==> src/rtl/core/l4cs_pkg.sv <==
package l4cs_pkg;

    // Packet kinds carried on tuser
    localparam logic [1:0] ACT_IPV4 = 2'd0;
    localparam logic [1:0] ACT_IPV6 = 2'd1;
    localparam logic [1:0] ACT_NONE = 2'd2;

    localparam int DEFAULT_MAX_PACKET_BYTES = 16384;

    // Word positions of the fields that feed the pseudo header
    localparam int IPV4_LEN_WORD   = 0;
    localparam int IPV4_PROTO_WORD = 2;
    localparam int IPV4_SRC_WORD   = 3;
    localparam int IPV4_DST_WORD   = 4;
    localparam int IPV6_LEN_WORD   = 5 - 4;
    localparam int IPV6_ADDR_FIRST = 2;
    localparam int IPV6_ADDR_LAST  = 9;
    localparam int IP_HDR_WORDS    = 5;

    // Fixed IPv4 header length taken off the total length
    localparam logic [15:0] IPV4_HDR_BYTES = 16'd20;

    // Partial sums of one word, before the end-around fold
    typedef struct packed {
        logic [16:0] hdr_part;
        logic [17:0] l4_part;
    } word_terms_t;

    // Fold a sum of up to eight 16-bit terms to 16 bits with end-around carry
    function automatic logic [15:0] csum_fold(input logic [18:0] s);
        logic [16:0] t;
        logic [15:0] r;
        t = {1'b0, s[15:0]} + {14'd0, s[18:16]};
        r = t[15:0] + {15'd0, t[16]};
        return r;
    endfunction

endpackage

==> src/rtl/core/l4_checksum_with_pseudo_header.sv <==
// Transport checksum with pseudo header over a packet stream.
// Slave side: one 32-bit packet word per handshake, network order, starting
// at the IP header. tuser gives the packet kind (IPv4, IPv6, or no pseudo
// header), tlast marks the final word, tdata carries the word, its count of
// valid leading bytes and the byte offset of the transport header.
// Master side: one result word per packet, holding the complemented
// transport checksum and the complemented IPv4 header check (zero when the
// first 20 bytes form a valid header).
// Throughput: one word every cycle unless a last word waits; the accumulate
// step is one short adder tree and fold between the input and sum registers.
// Result path: a last word is held in the input register, then its result is registered.
// Reset: clears the word position, both sums and all valid flags.
// Stall: a waiting result holds in the output register; words that are not
// last keep flowing, and only a last word waits for the result to be taken.
module l4_checksum_with_pseudo_header #(
    parameter int MAX_PACKET_BYTES = l4cs_pkg::DEFAULT_MAX_PACKET_BYTES
) (
    input  logic        aclk,
    input  logic        aresetn,
    input  logic        s_tvalid,
    output logic        s_tready,
    // [31:0] data, [34:32] bytes_valid, [44:35] l4_start, [47:45] zero
    input  logic [47:0] s_tdata,
    // [1:0] action
    input  logic [1:0]  s_tuser,
    input  logic        s_tlast,
    output logic        m_tvalid,
    input  logic        m_tready,
    // [15:0] l4_checksum, [31:16] ip_header_check
    output logic [31:0] m_tdata
);

    localparam int POS_LIMIT = (MAX_PACKET_BYTES + 3) / 4;
    localparam int POS_W     = $clog2(POS_LIMIT + 1);

    // Input register: hold one word ahead of the accumulators
    logic                  in_valid_reg;
    logic                  in_valid_next;
    logic [1:0]            in_action_reg;
    logic [31:0]           in_data_reg;
    logic [2:0]            in_bv_reg;
    logic [9:0]            in_l4_start_reg;
    logic                  in_last_reg;
    logic                  advance;
    logic                  can_close;
    logic [POS_W-1:0]      pos;
    l4cs_pkg::word_terms_t terms;

    // A non-last word never produces a result, so it always moves on;
    // a last word waits for the output register to be free.
    assign advance  = in_valid_reg && (!in_last_reg || can_close);
    assign s_tready = !in_valid_reg || advance;

    always_comb begin
        in_valid_next = in_valid_reg;
        if (advance) begin
            in_valid_next = 1'b0;
        end
        if (s_tvalid && s_tready) begin
            in_valid_next = 1'b1;
        end
    end

    always_ff @(posedge aclk) begin
        if (!aresetn) begin
            in_valid_reg <= 1'b0;
        end else begin
            in_valid_reg <= in_valid_next;
        end
        if (s_tvalid && s_tready) begin
            in_action_reg   <= s_tuser;
            in_data_reg     <= s_tdata[31:0];
            in_bv_reg       <= s_tdata[34:32];
            in_l4_start_reg <= s_tdata[44:35];
            in_last_reg     <= s_tlast;
        end
    end

    // Per-word contributions to the header and transport sums
    l4cs_word_terms #(
        .MAX_PACKET_BYTES(MAX_PACKET_BYTES)
    ) u_terms (
        .action      (in_action_reg),
        .data        (in_data_reg),
        .bytes_valid (in_bv_reg),
        .l4_start    (in_l4_start_reg),
        .pos         (pos),
        .terms       (terms)
    );

    // Running sums, word position and the result register
    l4cs_accum #(
        .MAX_PACKET_BYTES(MAX_PACKET_BYTES)
    ) u_accum (
        .aclk      (aclk),
        .aresetn   (aresetn),
        .advance   (advance),
        .item_last (in_last_reg),
        .terms     (terms),
        .pos       (pos),
        .can_close (can_close),
        .m_tvalid  (m_tvalid),
        .m_tready  (m_tready),
        .m_tdata   (m_tdata)
    );

endmodule

==> src/rtl/core/l4cs_word_terms.sv <==
module l4cs_word_terms #(
    parameter int MAX_PACKET_BYTES = l4cs_pkg::DEFAULT_MAX_PACKET_BYTES,
    localparam int POS_LIMIT = (MAX_PACKET_BYTES + 3) / 4,
    localparam int POS_W = $clog2(POS_LIMIT + 1)
) (
    input  logic [1:0]             action,
    input  logic [31:0]            data,
    input  logic [2:0]             bytes_valid,
    input  logic [9:0]             l4_start,
    input  logic [POS_W-1:0]       pos,
    output l4cs_pkg::word_terms_t  terms
);

    localparam int CMP_W = (POS_W > 8) ? POS_W : 8;

    logic [31:0]      mask;
    logic [31:0]      w;
    logic [15:0]      w_hi;
    logic [15:0]      w_lo;
    logic [16:0]      halves;
    logic [17:0]      pseudo;
    logic [17:0]      xport;
    logic             in_range;
    logic [CMP_W-1:0] pos_ext;
    logic [CMP_W-1:0] l4_word_ext;

    always_comb begin
        unique case (bytes_valid)
            3'd0:    mask = 32'h0000_0000;
            3'd1:    mask = 32'hff00_0000;
            3'd2:    mask = 32'hffff_0000;
            3'd3:    mask = 32'hffff_ff00;
            default: mask = 32'hffff_ffff;
        endcase
    end

    assign w      = data & mask;
    assign w_hi   = w[31:16];
    assign w_lo   = w[15:0];
    assign halves = {1'b0, w_hi} + {1'b0, w_lo};

    assign in_range    = pos < POS_W'(POS_LIMIT);
    assign pos_ext     = CMP_W'(pos);
    assign l4_word_ext = CMP_W'(l4_start[9:2]);

    // Pseudo header contribution of this word
    always_comb begin
        pseudo = 18'd0;
        unique case (action)
            l4cs_pkg::ACT_IPV4: begin
                if (pos == POS_W'(l4cs_pkg::IPV4_LEN_WORD)) begin
                    pseudo = {2'd0, w_lo - l4cs_pkg::IPV4_HDR_BYTES};
                end else if (pos == POS_W'(l4cs_pkg::IPV4_PROTO_WORD)) begin
                    pseudo = {10'd0, w[23:16]};
                end else if (pos == POS_W'(l4cs_pkg::IPV4_SRC_WORD) ||
                             pos == POS_W'(l4cs_pkg::IPV4_DST_WORD)) begin
                    pseudo = {1'b0, halves};
                end
            end
            l4cs_pkg::ACT_IPV6: begin
                if (pos == POS_W'(l4cs_pkg::IPV6_LEN_WORD)) begin
                    pseudo = {2'd0, w_hi} + {10'd0, w[15:8]};
                end else if (pos >= POS_W'(l4cs_pkg::IPV6_ADDR_FIRST) &&
                             pos <= POS_W'(l4cs_pkg::IPV6_ADDR_LAST)) begin
                    pseudo = {1'b0, halves};
                end
            end
            default: pseudo = 18'd0;
        endcase
    end

    assign xport = (pos_ext >= l4_word_ext) ? {1'b0, halves} : 18'd0;

    always_comb begin
        terms.hdr_part = 17'd0;
        terms.l4_part  = 18'd0;
        if (in_range) begin
            if (pos < POS_W'(l4cs_pkg::IP_HDR_WORDS)) begin
                terms.hdr_part = halves;
            end
            terms.l4_part = pseudo + xport;
        end
    end

endmodule

==> src/rtl/core/l4cs_accum.sv <==
module l4cs_accum #(
    parameter int MAX_PACKET_BYTES = l4cs_pkg::DEFAULT_MAX_PACKET_BYTES,
    localparam int POS_LIMIT = (MAX_PACKET_BYTES + 3) / 4,
    localparam int POS_W = $clog2(POS_LIMIT + 1)
) (
    input  logic                  aclk,
    input  logic                  aresetn,
    input  logic                  advance,
    input  logic                  item_last,
    input  l4cs_pkg::word_terms_t terms,
    output logic [POS_W-1:0]      pos,
    output logic                  can_close,
    output logic                  m_tvalid,
    input  logic                  m_tready,
    output logic [31:0]           m_tdata
);

    logic [POS_W-1:0] pos_reg;
    logic [POS_W-1:0] pos_next;
    logic [15:0]      hdr_sum_reg;
    logic [15:0]      hdr_sum_next;
    logic [15:0]      l4_sum_reg;
    logic [15:0]      l4_sum_next;
    logic             m_valid_reg;
    logic             m_valid_next;
    logic [31:0]      m_data_reg;
    logic [31:0]      m_data_next;
    logic [15:0]      hdr_new;
    logic [15:0]      l4_new;

    assign hdr_new = l4cs_pkg::csum_fold({3'd0, hdr_sum_reg} + {2'd0, terms.hdr_part});
    assign l4_new  = l4cs_pkg::csum_fold({3'd0, l4_sum_reg} + {1'b0, terms.l4_part});

    always_comb begin
        pos_next     = pos_reg;
        hdr_sum_next = hdr_sum_reg;
        l4_sum_next  = l4_sum_reg;
        m_valid_next = m_valid_reg;
        m_data_next  = m_data_reg;
        if (m_tready) begin
            m_valid_next = 1'b0;
        end
        if (advance) begin
            if (item_last) begin
                // close the packet: emit and clear
                pos_next     = '0;
                hdr_sum_next = 16'd0;
                l4_sum_next  = 16'd0;
                m_valid_next = 1'b1;
                m_data_next  = {~hdr_new, ~l4_new};
            end else begin
                hdr_sum_next = hdr_new;
                l4_sum_next  = l4_new;
                if (pos_reg < POS_W'(POS_LIMIT)) begin
                    pos_next = pos_reg + POS_W'(1);
                end
            end
        end
    end

    always_ff @(posedge aclk) begin
        if (!aresetn) begin
            pos_reg     <= '0;
            hdr_sum_reg <= 16'd0;
            l4_sum_reg  <= 16'd0;
            m_valid_reg <= 1'b0;
        end else begin
            pos_reg     <= pos_next;
            hdr_sum_reg <= hdr_sum_next;
            l4_sum_reg  <= l4_sum_next;
            m_valid_reg <= m_valid_next;
        end
        m_data_reg <= m_data_next;
    end

    assign pos       = pos_reg;
    assign can_close = !m_valid_reg || m_tready;
    assign m_tvalid  = m_valid_reg;
    assign m_tdata   = m_data_reg;

endmodule

==> config.mk <==
export PLATFORM = sky130hd
export DESIGN_NAME = l4_checksum_with_pseudo_header
export DESIGN_NICKNAME = d
export VERILOG_FILES = /design/src/rtl/core/l4cs_pkg.sv /design/src/rtl/core/l4_checksum_with_pseudo_header.sv /design/src/rtl/core/l4cs_word_terms.sv /design/src/rtl/core/l4cs_accum.sv
export SDC_FILE = /design/constraint.sdc
export NUM_CORES = 1
export LEC_CHECK = 0
export ABC_AREA = 1
export BUFFER_PORTS_ARGS = -buffer_cell sky130_fd_sc_hd__buf_4
export CAP_MARGIN = 15
export CORE_UTILIZATION = 60
export CTS_BUF_LIST = sky130_fd_sc_hd__clkbuf_16
export CTS_CLUSTER_SIZE = 30
export DETAILED_ROUTE_END_ITERATION = 10
export PLACE_DENSITY = 0.8
export SLEW_MARGIN = 10
export SYNTH_ARGS = -nofsm -noshare
export SYNTH_HDL_FRONTEND = slang
export SYNTH_SLANG_ARGS = --single-unit
==> constraint.sdc <==
create_clock -name aclk -period 13.4 [get_ports aclk]
set_input_delay 0.67 -clock aclk [delete_from_list [all_inputs] [get_ports aclk]]
set_output_delay 0.67 -clock aclk [all_outputs]
set_load 0.02 [all_outputs]
==> Word level (Yosys, flattened, before mapping) <==
Cells that the tools add are included.
{ "word_totals": {"ff_bits": 127, "output_inout_bits": 34, "word_cells": 74} }
{ "op_classes": {"add_sub_neg": 11, "n_lt_le_gt_ge": 5, "eq_ne": 8, "mux": 19, "bitwise": 3, "reduce_logical": 17} }
{ "ops": {"columns": ["op", "n"], "rows": [
  ["one-hot mux 32 bit (4 select lines)", 1],
  ["two-way mux 17 bit", 4],
  ["two-way mux 18 bit", 3],
  ["one-hot mux 18 bit (2 select lines)", 1],
  ["two-way mux 35 bit", 1],
  ["adder 16 x 3 -> 17 bit", 2],
  ["adder 16 x 1 -> 16 bit", 2],
  ["AND 32 bit", 1],
  ["two-way mux 16 bit", 2],
  ["NOT 16 bit", 2],
  ["== test 13 x 2 -> 1 bit (second input constant)", 2],
  ["two-way mux 13 bit", 2],
  ["adder 16 x 18 -> 19 bit", 1],
  ["adder 16 x 17 -> 18 bit", 1],
  ["adder 18 bit", 1],
  ["adder 16 x 16 -> 17 bit", 1],
  ["adder 16 x 8 -> 17 bit", 1],
  ["subtractor 16 x 5 -> 16 bit (second input constant)", 1],
  ["adder 13 x 1 -> 13 bit (second input constant)", 1],
  ["== test 13 x 1 -> 1 bit (second input constant)", 1],
  ["== test 13 x 3 -> 1 bit (second input constant)", 1],
  ["greater-or-equal comparator 13 x 2 -> 1 bit (second input constant)", 1],
  ["greater-or-equal comparator 13 x 8 -> 1 bit", 1],
  ["less-or-equal comparator 13 x 4 -> 1 bit (second input constant)", 1],
  ["other kinds (14)", 28]
]} }

==> Depth between registers and ports, before layout <==
Gate-level depths: netlist (run 1).
{ "depth": {"ltp_word": 14, "ltp_mapped": 64, "depth_no_buf": 63} }

==> Cells and area by module <==
From an unflattened synthesis (run 1), not the netlist that was laid out.
{ "hier_totals": {"cells_unflattened": 1764, "hier_area_um2": 11725.0} }
{ "modules_own_cells": {"columns": ["module", "n_inst", "cells_each", "area_each_um2", "seq_area_each_um2"], "rows": [
  ["l4cs_accum", 1, 932, 6286.0, 1881.8],
  ["l4cs_word_terms", 1, 775, 3932.5, 0.0],
  ["l4_checksum_with_pseudo_header", 1, 57, 1506.4, 1461.4]
]} }

==> Worst setup path before layout (run 1) <==
No wires, ideal clock.
{ "synth_path": {"kind": "flip-flop to flip-flop", "startpoint": "register in_bv_reg[2]", "endpoint": "register u_accum.m_data_reg[15] (netlist: u_accum.m_tdata[15]), data pin", "arrival_time_ns": 7.457, "required_ns": 13.149, "slack_ns": 5.693, "path_stages_with_launch": 61, "synth_period_minus_slack_ns": 7.707, "path_cell_list": "edfxtp_1 > buf_6 > nor2_8 > nor2_1 > inv_1 > fa_1 > o21ai_0 > nand2_1 > nand2_1 > nand2_1 > nand2_1 > nand2_1 > nand2_1 > xnor2_1 > o22ai_1 > nand2_1 > o221ai_1 > ha_1 > [... 25 more ...] > nand3_2 > nor2_1 > nand3_1 > nor2_1 > ha_1 > nand2_1 > nor2_1 > inv_1 > nor2_2 > nand2_2 > nor2_2 > nand3_4 > nor2_4 > nand2_2 > nor2_1 > nand3_1 > nand2_1 > inv_1"} }
{ "synth_between": {"elab_chain_len": 14} }
{ "synth_lines": {"columns": ["item", "line", "text"], "rows": [
  ["start, declared", "l4_checksum_with_pseudo_header.sv:41", "logic [2:0] in_bv_reg;"],
  ["start signal, assigned", "l4_checksum_with_pseudo_header.sv:73", "in_bv_reg <= s_tdata[34:32];"],
  ["== test 3 x 2 -> 1 bit (tied with other cells)", "l4cs_word_terms.sv:28", "unique case (bytes_valid)"],
  ["one-hot mux 32 bit (4 select lines) (*)", "l4cs_word_terms.sv:28", null],
  ["AND 32 bit (*)", "l4cs_word_terms.sv:37", "assign w = data & mask;"],
  ["adder 16 x 16 -> 17 bit", "l4cs_word_terms.sv:40", "assign halves = {1'b0, w_hi} + {1'b0, w_lo};"],
  ["two-way mux 17 bit", "l4cs_word_terms.sv:55", "end else if (pos == POS_W'(l4cs_pkg::IPV4_SRC_WORD) ||"],
  ["two-way mux 18 bit", "l4cs_word_terms.sv:53", "end else if (pos == POS_W'(l4cs_pkg::IPV4_PROTO_WORD)) begin"],
  ["two-way mux 18 bit", "l4cs_word_terms.sv:51", "if (pos == POS_W'(l4cs_pkg::IPV4_LEN_WORD)) begin"],
  ["one-hot mux 18 bit (2 select lines)", "l4cs_word_terms.sv:49", "unique case (action)"],
  ["adder 18 bit (*)", "l4cs_word_terms.sv:81", "terms.l4_part = pseudo + xport;"],
  ["two-way mux 35 bit (*)", "l4cs_word_terms.sv:77", "if (in_range) begin"],
  ["adder 16 x 18 -> 19 bit (*)", "l4cs_accum.sv:32", "assign l4_new = l4cs_pkg::csum_fold({3'd0, l4_sum_reg} + {1'b0, terms.l4_part});"],
  ["adder 16 x 3 -> 17 bit (*)", "l4cs_pkg.sv:33", "t = {1'b0, s[15:0]} + {14'd0, s[18:16]};"],
  ["adder 16 x 1 -> 16 bit (*)", "l4cs_pkg.sv:34", "r = t[15:0] + {15'd0, t[16]};"],
  ["NOT 16 bit (*)", "l4cs_accum.sv:50", "m_data_next = {~hdr_new, ~l4_new};"],
  ["end signal, assigned", "l4cs_accum.sv:73", "m_data_reg <= m_data_next;"],
  ["end, declared", "l4cs_accum.sv:26", "logic [31:0] m_data_reg;"]
]} }
Mark *: on every way between the ends. The rest lies on a longest branch, timed or not.
A chain may end at the register's enable or synchronous reset.

==> Worst setup path after layout (run 1) <==
Same ends and word-level chain as after synthesis.

==> results.md, run 1 <==
Critical path:
- The largest single stage delay on the critical path is about 630 ps.
- The critical path is of the reg -> reg type.
- For the worst setup path, the data arrival time is 9870 ps.
- In this run the worst path has a maximum fanout of 10.
- The endpoint type of the worst setup path is a register.
- The critical path required time is 13590 ps.
- STA classifies the critical path startpoint as a register.
- The reg-to-reg startpoint is in_bv_reg[2]$_DFFE_PP_.
- The critical path runs through a total of ~60 cells.
- The startpoint of the worst setup timing path is in_bv_reg[2]$_DFFE_PP_.
- The slowest cell on the critical path is sky130_fd_sc_hd__edfxtp_1.
- The cell class contributing the biggest share of worst-path delay is simple AND/OR/NAND/NOR gates.
- The number of buffers and inverters on the critical path is 3.
- The depth of the worst register-to-register path is 59.
- In this design, the critical path's most frequently occurring cell is sky130_fd_sc_hd__nand2_1.

Placement:
- Input and output buffers added on the ports amount to slightly above 80.
- The half-perimeter wire length after detailed placement is 22480 um.
- Routability-driven placement finished with a final weighted congestion of 0.9629.
- The pre-CTS setup slack is 3904 ps.
- The number of placed instances, taps included, is 1946.

Route:
- The number of DRC markers after the initial detailed-route iteration is 941.
- The pre-antenna-repair detailed-routing pass consisted of 8 iterations.
- Summed over all layers, the routed wires come to 28080 um.
- Using the TritonRoute via totals, the vias-per-cell ratio works out to between 5 and 6.
- In the final routed layout, each cell accounts on average for about 14 um.
- The final routed DRC violation total is 3.
- Once detail routing completed, the nets flagged for antenna violations numbered 0.
- The number of vias in the routed layout is 10.74k.

Cells and area:
- The top cell types in the final layout, fill and taps aside, are sky130_fd_sc_hd__nand2_1, sky130_fd_sc_hd__inv_1, sky130_fd_sc_hd__nor2_1.
- The final cell utilization of the core is a little over two thirds.
- In the final layout, the share of cells above drive strength 1 is 12.52%.
- The final layout net count is 1890.
- The number of cells in the finished layout apart from fillers is a little under 2k.
- The most frequent standard cell in the layout excluding fill and tap cells is sky130_fd_sc_hd__nand2_1.
- The count of antenna diodes in the layout is 0.
- Compared with the post-synthesis result, the final layout area differs by 13.14%.

Clocking:
- The maximum clock insertion buffer count is 2.
- The number of buffers inserted by post-CTS setup repair is 0.
- The clock slew seen by the registers of the worst setup and hold paths is ~70 ps.
- The total clock buffers created by CTS is 17.
- The post-cts hold buffer count is 0.
- The worst-skew pair later-pin latency is 460 ps.
- In this run the clock root is driven by a sky130_fd_sc_hd__clkbuf_16.
- Counting every sink on the clock net gives roughly 130.
- CTS built an H-tree with a depth of 4.
- TritonCTS built the clock tree.
- Once the clock tree was built, the resizer swapped 0 gates to a different size.

Synthesis:
- After synthesis the netlist holds a flip-flop and latch count of ~130.
- The total nets after synthesis is between 1.5k and 2k.
- The count of synthesis-stage warnings from yosys is 0.
- The proportion of synthesized chip area in sequential cells is roughly 30%.
- The dominant register cell in the synthesized netlist is sky130_fd_sc_hd__edfxtp_1.
- In this run, synthesis inferred 78 flip-flops with an integrated enable.
- The count of unique library cells instantiated by Yosys is between 50 and 60.
- The post-synthesis instance area is around 0.011 mm^2.
- The average cell area after synthesis is 6.812 um^2.
- Of all flip-flops after synthesis, the portion carrying an async set or reset was 0%.
- Synthesis produced around 1.6k cells.

Worst hold path:
- The tightest min-delay check is of the in -> reg type.
- Along the worst hold path, the cell count comes to 1.
- In this run the most critical hold path is launched from s_tdata[43].

STA:
- The number of max-slew violations in the final report was 0.
- The worst clock skew is about 32 ps.
- After layout, the minimum clock period comes to between 9000 and 10000 ps.
- The transition at the pin with the smallest max-transition slack is ~870 ps.
- The count of endpoints failing hold in the final timing report is 0.
- The final number of setup-violating endpoints is 0.
- The worst relative slew slack is between 40% and 50%.
- The hold slack is 384.3 ps.
- The final critical path takes up around 72% of the cycle.
- Setup repair after global routing left no endpoint under its margin.
- The accumulated negative setup slack is 0 ps.
- The maximum clock frequency is between 0.1 and 0.15 GHz.
- Once routing completed, OpenROAD measured the worst setup slack at ~3700 ps.

Floorplan:
- The die covers roughly 0.019 mm^2.
- The floorplan step set the die width to 138.6 um.
- From bottom edge to top edge, the die measures between 100 and 150 um.
- ~90 I/O pins were placed.
- The region available for standard cell placement spans between 0.015 and 0.02 mm^2.
- The starting density of the core is approximately three fifths.
- The initialized floorplan defines ~50 standard-cell rows.

GRT:
- Across every metal layer, demand over resource in global routing totals 29.69%.
- The number of global-route vias before repair is ~9.9k.
- For this run, global-route usage on met1 was measured as 37.91%.
- The total congestion overflow after global routing is 0.
- The number of antenna violations at the first check in global routing came to 0.
- The maximum number of pins on one net before global-route repair is 47.
- The wire length of the first global-routing pass is ~46000 um.
- The global-route track usage on met2 is 51.38%.
- For met3 alone, demand over resource in global routing was slightly above 5%.
- After global routing, the most crowded layer is met2.

Power:
- In this run the static leakage power is around 6 nW.
- The power density over cell area is between 100 and 150 mW/mm^2.
- Across the VDD grid, the largest voltage drop is between 0.09 and 0.1 mV.

Status:
- The flow ran to the end, but the final reports show violations.
- The final reports fail on design-rule violations.

Flow run:
- The tool flagged a number of max-cap violations equal to 0.
layout make-up:
class                      instances  area [um^2]
tap                              229        286.5
multi-input combinational       1242         6872
timing repair buffer              87        653.1
clock buffer                      17        425.4
sequential                       125         3283
clock inverter                    15        163.9
fill                            1562         5477
inverter                         263        987.2
final timing paths:
path | slack [ps] | end
worst max-delay path | 3720 | u_accum.m_tdata[15]$_DFFE_PP_
worst min register to register | 470 | u_accum.l4_sum_reg[0]$_SDFFE_PN0P_
worst max register to register | 3720 | u_accum.m_tdata[15]$_DFFE_PP_
worst min-delay path | 380 | in_l4_start_reg[8]$_DFFE_PP_
worst reg2reg max path, delay by kind of cell (launching register included):
| kind | cells | cell delay, ps |
|---|---|---|
| compound gates | 11 | 1870 |
| xor+xnor | 2 | 490 |
| fa+ha+maj | 6 | 1820 |
| buf+inv | 3 | 260 |
| flops | 1 | 630 |
| simple gates | 37 | 4330 |
layer usage:
metal | wire [um] | up-vias
met2 | 13260 | 312
met4 | 582 | 0
met1 | 12770 | 4808
met3 | 1459 | 41
met5 | 0 | -
li1 | - | 5579
cell families after synthesis:
kind of cell | count (synthesis) | share of synthesized area [%]
adder cells (fa/ha/maj) | 99 | 11.53
AO/OA/AOI/OAI | 243 | 12.18
flip-flops | 125 | 29.32
XOR/XNOR | 40 | 3.128
AND/OR/NAND/NOR | 860 | 34.45
buffers and inverters | 277 | 9.396
power by group:
part	internal [mW]	switching [mW]
sequential	0.432	0.00838
clock	0.251	0.214
combinational	0.120	0.246
Yosys cell counts (2+ instances only):
master                      instances  area, um^2
sky130_fd_sc_hd__a21oi_2            2       17.52
sky130_fd_sc_hd__xor2_1            28       245.2
sky130_fd_sc_hd__edfxtp_1          78        2342
sky130_fd_sc_hd__a21boi_0           4       30.03
sky130_fd_sc_hd__nand2_1          433        1625
sky130_fd_sc_hd__ha_1              92        1151
sky130_fd_sc_hd__xnor2_1           12       105.1
sky130_fd_sc_hd__buf_2              4       20.02
sky130_fd_sc_hd__nor2_2            13       81.33
sky130_fd_sc_hd__a21oi_1          122       610.6
sky130_fd_sc_hd__fa_1               7       140.1
sky130_fd_sc_hd__nand3b_1           9       67.56
sky130_fd_sc_hd__o21ai_1            8       40.04
sky130_fd_sc_hd__or2_2              2       12.51
sky130_fd_sc_hd__dfxtp_1           47       940.9
sky130_fd_sc_hd__o21bai_1           6       45.04
sky130_fd_sc_hd__nand3_2           12       120.1
sky130_fd_sc_hd__a21o_1             2       15.01
sky130_fd_sc_hd__nor4_1             2       12.51
sky130_fd_sc_hd__nand3_1          121       605.6
sky130_fd_sc_hd__inv_1            250       938.4
sky130_fd_sc_hd__and3_1             2       12.51
sky130_fd_sc_hd__or2_1              2       12.51
sky130_fd_sc_hd__nor2_4             8       90.09
sky130_fd_sc_hd__o31ai_1            5       37.54
sky130_fd_sc_hd__nand2_2           44       275.3
sky130_fd_sc_hd__o221ai_1           5       43.79
sky130_fd_sc_hd__clkbuf_1           9       33.78
sky130_fd_sc_hd__a221oi_1           2       17.52
sky130_fd_sc_hd__a211oi_1           2       15.01
sky130_fd_sc_hd__o2111ai_1          3       26.28
sky130_fd_sc_hd__o21ai_0           59       295.3
sky130_fd_sc_hd__a31oi_1            5       31.28
sky130_fd_sc_hd__inv_2             12       45.04
sky130_fd_sc_hd__o211ai_1          12       90.09
sky130_fd_sc_hd__and2_1             2       12.51
sky130_fd_sc_hd__nand4_1           21       131.4
sky130_fd_sc_hd__nor2_1           160       600.6
sky130_fd_sc_hd__nor3_1            23       115.1
per-stage QoR:
step           power (mW)  instance area [um^2]
2_1_floorplan      0.7172                 11200
5_1_grt             1.337                 12670
4_1_cts             1.273                 12670
3_5_place_dp       0.8081                 12080
6_report            1.273                 12670
3_3_place_gp       0.8006                 12080
No activity file was read; power rests on OpenSTA's default activity.
==> run 2, diff against run 1 <==
--- a/config.mk
+++ b/config.mk
@@ -5,7 +5,7 @@
 export SDC_FILE = /design/constraint.sdc
 export NUM_CORES = 1
 export LEC_CHECK = 0
-export ABC_AREA = 1
+export ABC_AREA = 0
 export BUFFER_PORTS_ARGS = -buffer_cell sky130_fd_sc_hd__buf_4
 export CAP_MARGIN = 15
 export CORE_UTILIZATION = 60
==> constraint.sdc (replaced) <==
create_clock -name aclk -period 9.1 [get_ports aclk]
set_input_delay 0.455 -clock aclk [delete_from_list [all_inputs] [get_ports aclk]]
set_output_delay 0.455 -clock aclk [all_outputs]
set_load 0.02 [all_outputs]
==> run 2 against run 1 <==
Net effect: the run now ends clean; die area decreased by 3.1%; core utilization increased by 6.9 points; routed wire length increased by 7.5%; non-clock buffer count increased by 96; power increased by 56%; worst hold slack got worse by 200 ps; via count decreased by 4.1%; final cell count decreased by 15%; register-to-register slack got worse by 3600 ps; cell area increased by 5.9%; clock power increased by 51%; global-route usage increased by 2.7 points.
==> results.md, run 2 <==
Status:
- The flow ran to the end, and the final reports show no timing, DRC or antenna violations.

Clocking:
- The clock slew seen by the registers of the worst setup and hold paths is 70 ps (about the same).
- The total clock buffers created by CTS is 17 (unchanged).
- The TritonCTS clock tree is built.
- The worst-skew pair later-pin latency was 440 ps (-20 ps).
- The maximum clock insertion buffer count came to 2 (unchanged).
- The number of levels in the clock H-tree is 4 (unchanged).
- The clock tree root driver cell is sky130_fd_sc_hd__clkbuf_16.
- The number of clock sinks is 125 (unchanged).

Cells and area:
- The share of final-layout standard cells stronger than drive strength 1 is 21.65% (+9.1 points).
- The area growth from synthesis to layout is 23.65%.
- The count of antenna diodes in the layout is 0 (unchanged).
- The number of filler cells placed in the layout is 1253 (-20%).
- Leaving out fill and tap cells, the most frequent cells in the layout are sky130_fd_sc_hd__buf_4, sky130_fd_sc_hd__nor2_1, sky130_fd_sc_hd__nand2_1.
- The final layout net count is 1596 (-16%).
- Leaving out fill and tap cells, the most frequent cell in the layout is sky130_fd_sc_hd__buf_4.
- The combined area of the multi-input logic cells came to 0.007662 mm^2 (+12%).
- The register cell area after layout is 0.003283 mm^2 (unchanged).
- The final cell utilization of the core was 76.76% (+6.9 points).

Power:
- The maximum ir drop on the vdd rail was 0.2040 mV (+120%).
- The power density over cell area is 147.6 mW/mm^2 (+47%).
- The static leakage power is 5.743 nW (-6.6%).
- The post-layout total power is 1.980 mW (+56%).

Synthesis:
- The fraction of synthesis flops using an asynchronous set or reset pin was 0% (unchanged).
- The total nets after synthesis is 1433 (-20%).
- The proportion of synthesized chip area in sequential cells is 30.26% (+0.95 points).
- The post-synthesis instance area is 0.01085 mm^2 (-3.1%).
- The synthesized instance count came to 1279 (-22%).
- Ranked by total cell area, the synthesized netlist is headed by sky130_fd_sc_hd__edfxtp_1, sky130_fd_sc_hd__ha_1, sky130_fd_sc_hd__dfxtp_1, sky130_fd_sc_hd__xnor2_1, sky130_fd_sc_hd__nor2_1.
- The average cell area after synthesis is 8.483 um^2 (+25%).
- The most used flip-flop cell after synthesis is sky130_fd_sc_hd__edfxtp_1.
- The flip-flop and latch count after synthesis is 125 (unchanged).
- The commonest cells after synthesis are sky130_fd_sc_hd__nor2_1, sky130_fd_sc_hd__nand2_1, sky130_fd_sc_hd__ha_1.
- Of all cell types, the one taking the most synthesized area is sky130_fd_sc_hd__edfxtp_1.
- The number of synthesized flops with an enable pin came to 78 (unchanged).
- Yosys instantiated no cell more often than sky130_fd_sc_hd__nor2_1.
- The fraction of post-synthesis cell area in the top cell type by area is 21.59% (+0.68 points).
- The count of unique library cells instantiated by Yosys was 86 (+62%).
- The count of synthesis-stage warnings from yosys came to 0 (unchanged).

Floorplan:
- The die extent in y is 136.5 um (-1.6%).
- The horizontal die dimension is 136.5 um (-1.6%).
- The count of standard-cell rows is 48 (-2.0%).
- The number of primary I/O pins is 89 (unchanged).
- The die area is 0.01862 mm^2 (-3.1%).
- The starting density of the core was 62.08% (+0.36 points).
- The floorplan core area came to 0.01748 mm^2 (-3.7%).

STA:
- The maximum clock frequency is 0.1109 GHz (+7.3%).
- The number of max-slew violations in the final report was 0 (unchanged).
- The transition at the pin with the smallest max-transition slack came to 1108 ps (+239.9 ps).
- The hold slack was 185.7 ps (-198.6 ps).
- The accumulated negative setup slack is 0 ps (unchanged).
- The count of endpoints failing hold in the final timing report is 0 (unchanged).
- The worst relative slew slack came to 25.22% (-17 points).
- The worst clock skew came to 16.22 ps (-15.90 ps).
- The part of the cycle the worst path needs is 99.05% (+27 points).
- The least setup slack across all paths after layout is 86.62 ps (-3638 ps).
- Setup repair after global routing could not meet its margin everywhere.
- The final number of setup-violating endpoints came to 0 (unchanged).
- The shortest clock period the worst path allows after layout came to 9013 ps (-662.0 ps).

GRT:
- The wire length of the first global-routing pass is 46820 um (+2.1%).
- The total congestion overflow after global routing was 0 (unchanged).
- The global routing usage summed across all routing layers is 32.35% (+2.7 points).
- The number of global-route vias before repair is 9648 (-2.6%).
- The number of antenna violations at the first check in global routing is 0 (unchanged).
- The maximum number of pins on one net before global-route repair is 47 (unchanged).

Route:
- The number of DRC markers after the initial detailed-route iteration is 737 (-22%).
- The average via count per standard cell is 6.129 (+13%).
- The routed length per instance is 17.97 um (+27%).
- The routed wire length is 30190 um (+7.5%).
- The number of vias in the routed layout came to 10.30k (-4.1%).
- The final routed DRC violation total is 0 (-3).
- The post-detailed-route count of antenna-violating nets is 0 (unchanged).
- The number of detailed-route iterations in the first pass is 5 (-3).

Critical path:
- The slowest stage of the critical path is the sky130_fd_sc_hd__edfxtp_1 cell.
- The nature of the critical path startpoint is a register.
- The endpoint type of the worst setup path is a register.
- The critical path required time is 9270 ps (-4320 ps).
- The peak fanout along the critical path is 8 (-2).
- The type of the worst setup path is reg -> reg.
- The longest individual stage delay on the worst path is 410 ps (-220 ps).
- The arrival time of data at the critical path endpoint is 9180 ps (-690 ps).

Placement:
- The pre-CTS setup slack came to -475.1 ps (-4379 ps).
- The half-perimeter wire length after detailed placement is 22040 um (-1.9%).
- The number of port buffers is 83 (unchanged).
- The last weighted congestion value of the routability-driven placer was 0.9279 (-3.6%).

Worst hold path:
- The path type of the worst min-delay path is in -> reg.

Flow run:
- The max capacitance violation total came to 0 (unchanged).
[run 2: cell types whose count changed after synthesis, sizes merged, moves of 16 or more]
cell    delta
nand2    -370
inv      -209
nand3     -81
xnor2     +60
a21oi     -47
nor2      -45
and2      +42
clkbuf    +29
a21o      +24
nor2b     +20
xor2      +18
nor4      +16
[run 2: timing repair]
item / in CTS / in global routing
cloned: 0 / 0
endpoints found under the setup margin: 11 / 31
hold buffers: 0 / 0
pin swaps: 36 / 57
hold endpoints to repair: 0 / 0
setup buffers: 8 / 16
gates resized for setup: 37 / 57
[run 2: worst max-delay path: cells and delay by family (launching register included)]
| kind | cells | cell delay [ps] |
|---|---|---|
| AOI/OAI and AO/OA | 18 | 2730 |
| and+or+nand+nor | 17 | 2730 |
| xor gates and xnor gates | 4 | 700 |
| DFF | 1 | 410 |
| adders and majority gates | 7 | 1650 |
| buffers and inverters | 4 | 510 |
[run 2: stage by stage]
step / area, um^2 / std cells
floorplan: 10860 / 1279
global placement: 12210 / 1625
detailed placement: 12210 / 1625
CTS: 13030 / 1665
global route: 13420 / 1680
finish: 13420 / 1680
[run 2: cell type report]
cell class | instances | area share, %
Sequential cell | 125 | 24.47
Tap cell | 225 | 2.098
Inverter | 54 | 1.511
Clock inverter | 14 | 1.091
Multi-Input combinational cell | 1061 | 57.12
Clock buffer | 18 | 3.358
Timing Repair Buffer | 183 | 10.35
[run 2: per-layer routing]
layer | routed length, um | GRT usage (%) | up-vias
li1 | - | - | 5010
met1 | 12820 | 40.28 | 4850
met2 | 14600 | 55.36 | 366
met3 | 1707 | 4.810 | 71
met4 | 1051 | 13.89 | 0
met5 | 0 | 0 | -
[run 2: worst paths after layout]
path	from	end	slack [ps]	depth (start not counted)
setup reg to reg	in_bv_reg[2]$_DFFE_PP_	u_accum.m_tdata[14]$_DFFE_PP_	90	50
hold reg to reg	u_accum.hdr_sum_reg[14]$_SDFFE_PN0P_	u_accum.hdr_sum_reg[14]$_SDFFE_PN0P_	470	2
hold / removal	s_tdata[30]	in_data_reg[30]$_DFFE_PP_	190	1
setup / recovery	in_bv_reg[2]$_DFFE_PP_	u_accum.m_tdata[14]$_DFFE_PP_	90	50
[run 2: where the power goes]
part	internal [mW]	switching, mW
logic	0.251	0.373
clock network	0.402	0.300
registers	0.640	0.0143
total	1.29	0.687
[run 2: logic make-up after synthesis]
family / share of synthesized area, %
flip-flops: 30.26
AO/OA/AOI/OAI: 20.55
XOR/XNOR: 9.734
adder cells (fa/ha/maj): 11.90
multiplexers: 0.4728
AND/OR/NAND/NOR: 23.79
buffers and inverters: 3.287
